--- config.mk ---
export PLATFORM = sky130hd
export DESIGN_NAME = rfd_front
export DESIGN_NICKNAME = d
export VERILOG_FILES = /design/src/sv/rfd_pkg.sv /design/src/sv/rfd_front.sv
export SDC_FILE = /design/constraint.sdc
export NUM_CORES = 1
export LEC_CHECK = 0
export BUFFER_PORTS_ARGS = -buffer_cell sky130_fd_sc_hd__buf_2
export CORE_MARGIN = 2
export CORE_UTILIZATION = 52
export CTS_CLUSTER_DIAMETER = 120
export DETAILED_ROUTE_END_ITERATION = 6
export PLACE_DENSITY = 0.79
export SETUP_SLACK_MARGIN = 0.4
export SYNTH_ARGS = -nofsm -noshare
export SYNTH_HDL_FRONTEND = slang
export SYNTH_SLANG_ARGS = --single-unit
--- constraint.sdc ---
create_clock -name clk -period 6.1 [get_ports clk]
set_clock_uncertainty 0.2 [all_clocks]
set_input_delay 1.525 -clock clk [delete_from_list [all_inputs] [get_ports clk]]
set_output_delay 1.525 -clock clk [all_outputs]
set_load 0.05 [all_outputs]
--- src/sv/rfd_pkg.sv ---
// Shared types and constants for the fingerprint distance unit.
`timescale 1ns / 1ps
package rfd_pkg;
	localparam int unsigned TableDepth = 64;
	localparam int unsigned IdxW = $clog2(TableDepth);
	localparam int unsigned CntW = $clog2(TableDepth + 1);
	localparam logic signed [11:0] AbsentReset = -12'sd1600;
	localparam logic [47:0] SumMax = 48'hFFFF_FFFF_FFFF;

	typedef enum logic [1:0] {
		ACT_CLEAR = 2'd0,
		ACT_LOAD = 2'd1,
		ACT_MEASURE = 2'd2,
		ACT_NONE = 2'd3
	} action_t;

	typedef enum logic [1:0] {
		ST_OK = 2'd0,
		ST_FULL = 2'd1,
		ST_ZERO_SPREAD = 2'd2
	} status_t;

	typedef enum logic [1:0] {
		CFG_SCORE_MODE = 2'd0,
		CFG_ABSENT_LEVEL = 2'd1
	} cfg_idx_t;

	// Work item passed from front to back.
	typedef struct packed {
		action_t act;
		logic [47:0] ap_id;
		logic signed [11:0] level;
		logic [11:0] spread;
		logic scan_end;
	} item_t;

	typedef enum logic [2:0] {
		BK_IDLE,
		BK_SEARCH,
		BK_SQUARE,
		BK_DIVIDE,
		BK_ACCUM,
		BK_OUT
	} bk_state_t;
endpackage

--- src/sv/rfd_front.sv ---
// Front end: input queue of two items feeding the back end.
`timescale 1ns / 1ps
module rfd_front (
	input logic clk,
	input logic arst_n,
	input logic push,
	output logic full,
	input rfd_pkg::item_t in_item,
	output logic item_valid,
	output rfd_pkg::item_t item,
	input logic item_take
);
	rfd_pkg::item_t buf_q [2];
	logic wr_q, rd_q;
	logic [1:0] cnt_q;
	logic do_push, do_pop;

	assign full = cnt_q == 2'd2;
	assign item_valid = cnt_q != 2'd0;
	assign item = buf_q[rd_q];
	assign do_push = push && !full;
	assign do_pop = item_take && item_valid;

	// Payload storage
	always_ff @(posedge clk) begin
		if (do_push) buf_q[wr_q] <= in_item;
	end

	// Pointers and fill count
	always_ff @(posedge clk or negedge arst_n) begin
		if (!arst_n) begin
			wr_q <= 1'b0;
			rd_q <= 1'b0;
			cnt_q <= 2'd0;
		end else begin
			if (do_push) wr_q <= ~wr_q;
			if (do_pop) rd_q <= ~rd_q;
			cnt_q <= cnt_q + {1'b0, do_push} - {1'b0, do_pop};
		end
	end

	assert property (@(posedge clk) disable iff (!arst_n) cnt_q <= 2'd2)
		else $error("front queue overfilled");
	assert property (@(posedge clk) disable iff (!arst_n)
		full |-> item_valid) else $error("full while empty");
	assert property (@(posedge clk) disable iff (!arst_n)
		(do_push && !do_pop) |=> item_valid) else $error("push lost");
endmodule

# Yosys cells after proc, flatten, opt, wreduce, memory -nomap -nowiden
# Memories as Yosys holds them, arrays and structs flattened.
# Cells that the tools add are included.
totals:
  latch_bits: 0
  romBits: 0
  mem_bits_rw: 150
  input_bits: 79
  out_inout_bits: 77
  memories: 1
  wordCells: 15
  ff_bits: 4
op_classes:
  add_sub_neg: 2
  mux: 2
  multipliers: 0
  shifts: 0
  bitwise_logic: 2
  div_mod_pow: 0
  n_eq_ne: 1
  n_reduce_logical: 4
  n_lt_le_gt_ge: 0
memory_table:
  columns: ["name", "words", "word_bits", "read_ports", "rd_ports_with_merged_regs", "write_ports", "line_no", "rtl"]
  rows:
  - ["buf_q", 2, 75, 1, 0, 1, "rfd_front.sv:13", "rfd_pkg::item_t buf_q [2];"]
op_table:
  columns: ["cell", "n"]
  rows:
  - ["$add 2x1->2", 1]
  - ["$eq 2x2->1 const B", 1]
  - ["$logic_and 1x1->1", 2]
  - ["$mux 1", 2]
  - ["$not 1->1", 2]
  - ["$reduce_bool 2->1", 1]
  - ["$sub 2x1->2", 1]
  - ["$logic_not 1->1", 1]

# Logic depth before layout (Yosys ltp)
depth:
  ltp_word: 5
  mapped_depth: 7
  depth_no_buf: 7

# Least setup slack after synthesis
# Ideal clock, no wire load.
synth_timing:
  path_kind: "input port to flip-flop"
  startpoint: "input push"
  endpoint: "memory buf_q[0][0] (netlist bit) (enable)"
  stages: 2
  slack_ps: 643
  path_buffers: 0
  setup_time_ps: 509
  t_arrival_ps: 4749
  required_time_ps: 5391
  cell_sequence: "nand2_1 > nor2_1"
synth_between:
  elab_chain_cells: 3
synth_lines:
  columns: ["item", "line_no", "rtl"]
  rows:
  - ["start: declaration", "rfd_front.sv:6", "input logic push,"]
  - ["$logic_and 1x1->1", "rfd_front.sv:21", "assign do_push = push && !full;"]
  - ["$mux 1", "rfd_front.sv:26", "if (do_push) buf_q[wr_q] <= in_item;"]
  - ["$mux 1 (implied by the code)", "rfd_front.sv:26", null]
  - ["end: declaration", "rfd_front.sv:13", null]
# Every way passes these cells.

==> flow_metrics.tcl <==
set metrics [dict create \
    placed_cells 540 \
    syn_inst 251 \
    root_buffer "clkbuf_8" \
    avgSynthCellArea_sq_um 22.98 \
    status "finished, final reports clean" \
    die_w_um 109.3 \
    path_delay_family "flip-flops" \
    synth_nets 332 \
    core_sq_um 10840 \
    final_area_sq_um 7232 \
    hold_violations 0 \
    drv_cap 0 \
    vias_per_cell 4.962 \
    hold_ws_ns 0.3355 \
    grt_max_degree 76 \
    synth_area_leaders "edfxtp_1, mux2_4, mux2_2, dfrtp_1, buf_6" \
    path_cells "buf_4 > mux2_2 > buf_2" \
    clock_sinks 154 \
    holdCritPathClass "reg2reg" \
    power_density_nw_per_um2 585.6 \
    critPathBufInv 2 \
    netlist_area_sq_um 5767 \
    ctsHoldBuffers 0 \
    htreeDepth 4 \
    gr-usage-all-layers 0.1601 \
    initial_core_util 0.5320 \
    std_cell_rows 38 \
    die-area_sq_um 11950 \
    grt_pass1_vias 2804 \
    seq_area_sq_um 4608 \
    antenna_found_initial 0 \
    cts_setup_buffers 0 \
    synth_largest_area_cell "edfxtp_1" \
    cts.clk_slew.worst_paths_ns 0.06 \
    layout_min_cycle_time_ns 4.361 \
    synth_cell_types 17 \
    gp_congestion 0.7106 \
    n_fill_cell 743 \
    fin_crit_sh 0.7149 \
    ios 156 \
    p_leak_nw 2.834 \
    setup_viol 0 \
    critPathCaptureType "primary output" \
    cts_max_path_buffers 2 \
    slew_violations 0 \
    area_growth_syn_to_layout_pct 25.41 \
    yosys_register_bits 154 \
    cts_resized 0 \
    fin_tns_setup_ns 0 \
    placed_area_sq_um 6681 \
    synth-warning-count 0 \
    peakVddDrop_v 0.0005770 \
    fin_ws_ns 1.739 \
    ant_nets 0 \
    rsz0062_at_grt "no" \
    finalNonFillerCells 572 \
    multi_input_area_sq_um 1100 \
    relSlewSlack 0.3103 \
    port_buffers 155 \
    slowest_stage "dfrtp_4" \
    drive_gt1_frac 0.6088 \
    total_power_mw 4.235 \
    synth_edf_count 150 \
    preCtsSetupSlack_ns 2.263 \
    yosysMostFrequentCell "edfxtp_1" \
    cts_tree "built" \
    cpPeakStageDelay_ns 1.02 \
    worstSkewPairLatency_ns 0.51 \
    crit_required_ns 4.38 \
    die_h_um 109.3 \
    post-route-util 0.6671 \
    num_vias 2838 \
    nets 500 \
    wire_per_inst_um 16.75 \
    critPathArrivalTime_ns 2.64 \
    antenna_cells 0 \
    drc 0 \
    seq_area_frac_synth 0.7984 \
    synth_commonest_cells "edfxtp_1, mux2_4, mux2_2" \
    wl_um 9581 \
    drt_first_iter_violations 117 \
    numCtsBuffers 17 \
    tightest_slew_ns 1.034 \
    drtPass1Iterations 5 \
    grt_first_pass_wirelength_um 13940 \
    synth_top_area_share 0.7811 \
    crit_fanout 55 \
    critPathKind "reg2out" \
    cp-start-kind "flop" \
    grt_overflow_total 0 \
    synth_ff_type "edfxtp_1" \
    fmax_ghz 0.2293 \
    synth-async-reset-ratio 0.02597 \
]
[worst reg2reg max path: stages (launching register included)]
cell and delay, ns:
dfrtp_1 0.41, nand2b_1 0.15, nand2_1 0.16, nor2_4 0.68
buf_4 0.65
[layout make-up]
class | instances | area share
multi-input cells | 87 | 0.1521
clock inverters | 13 | 0.01782
clock buffers | 19 | 0.05830
inverters | 2 | 0.001038
repair buffers | 157 | 0.1093
well taps | 140 | 0.02422
flip-flops and latches | 154 | 0.6372
[cell usage in the layout, fill, tap and decap left out, drive strengths merged]
cell,synthesis,routed
inv,2,2
bufinv,0,2
nand2,1,1
xor2,1,1
clkinv,0,6
or2,1,1
ha,2,2
clkbuf,0,19
and3,1,1
clkinvlp,0,5
mux2,75,75
and2,1,1
nor2,1,1
buf,8,157
xnor2,3,3
dfrtp,4,4
nand2b,1,1
edfxtp,150,150
[sequential cells by signal, summed over array words and instances, names as in the netlist]
name / cells
buf_q: 150
cnt_q: 2
rd_q: 1
wr_q: 1
[power breakdown]
part	switching, mW	internal [mW]	leakage (nW)
logic	1.16	0.515	1.14
registers	0.146	1.45	1.44
clock network	0.384	0.576	0.255
[path summary, 6_finish.rpt]
| kind | startpoint | end | slack, ns | depth (start not counted) |
|---|---|---|---|---|
| max | rd_q$_DFFE_PN0P_ | item[3] | 1.74 | 3 |
| min | cnt_q[0]$_DFF_PN0_ | cnt_q[0]$_DFF_PN0_ | 0.34 | 1 |
| max reg2reg | cnt_q[1]$_DFF_PN0_ | buf_q[0][66]$_DFFE_PP_ | 3.45 | 4 |
| min reg2reg | cnt_q[0]$_DFF_PN0_ | cnt_q[0]$_DFF_PN0_ | 0.34 | 1 |
| max in group asynchronous | arst_n | rd_q$_DFFE_PN0P_ | 4.96 | 1 |
| min in group asynchronous | arst_n | cnt_q[0]$_DFF_PN0_ | 0.61 | 1 |
[layer usage]
metal / vias up / part of all wire / GRT usage / wire length, um
met4: 0 / 0.014 / 0.07324 / 132
met1: 1374 / 0.43 / 0.2061 / 4108
met5: - / 0 / 0 / 0
li1: 1334 / - / - / -
met3: 12 / 0.084 / 0.05453 / 803
met2: 118 / 0.47 / 0.2480 / 4536
[cell families after synthesis]
group,after synthesis,share of synthesized area
XOR/XNOR,4,0.006076
buffers and inverters,10,0.01302
AND/OR/NAND/NOR,6,0.005643
flip-flops,154,0.7984
adder cells (fa/ha/maj),2,0.004339
multiplexers,75,0.1725
No activity file was read; power rests on OpenSTA's default activity.
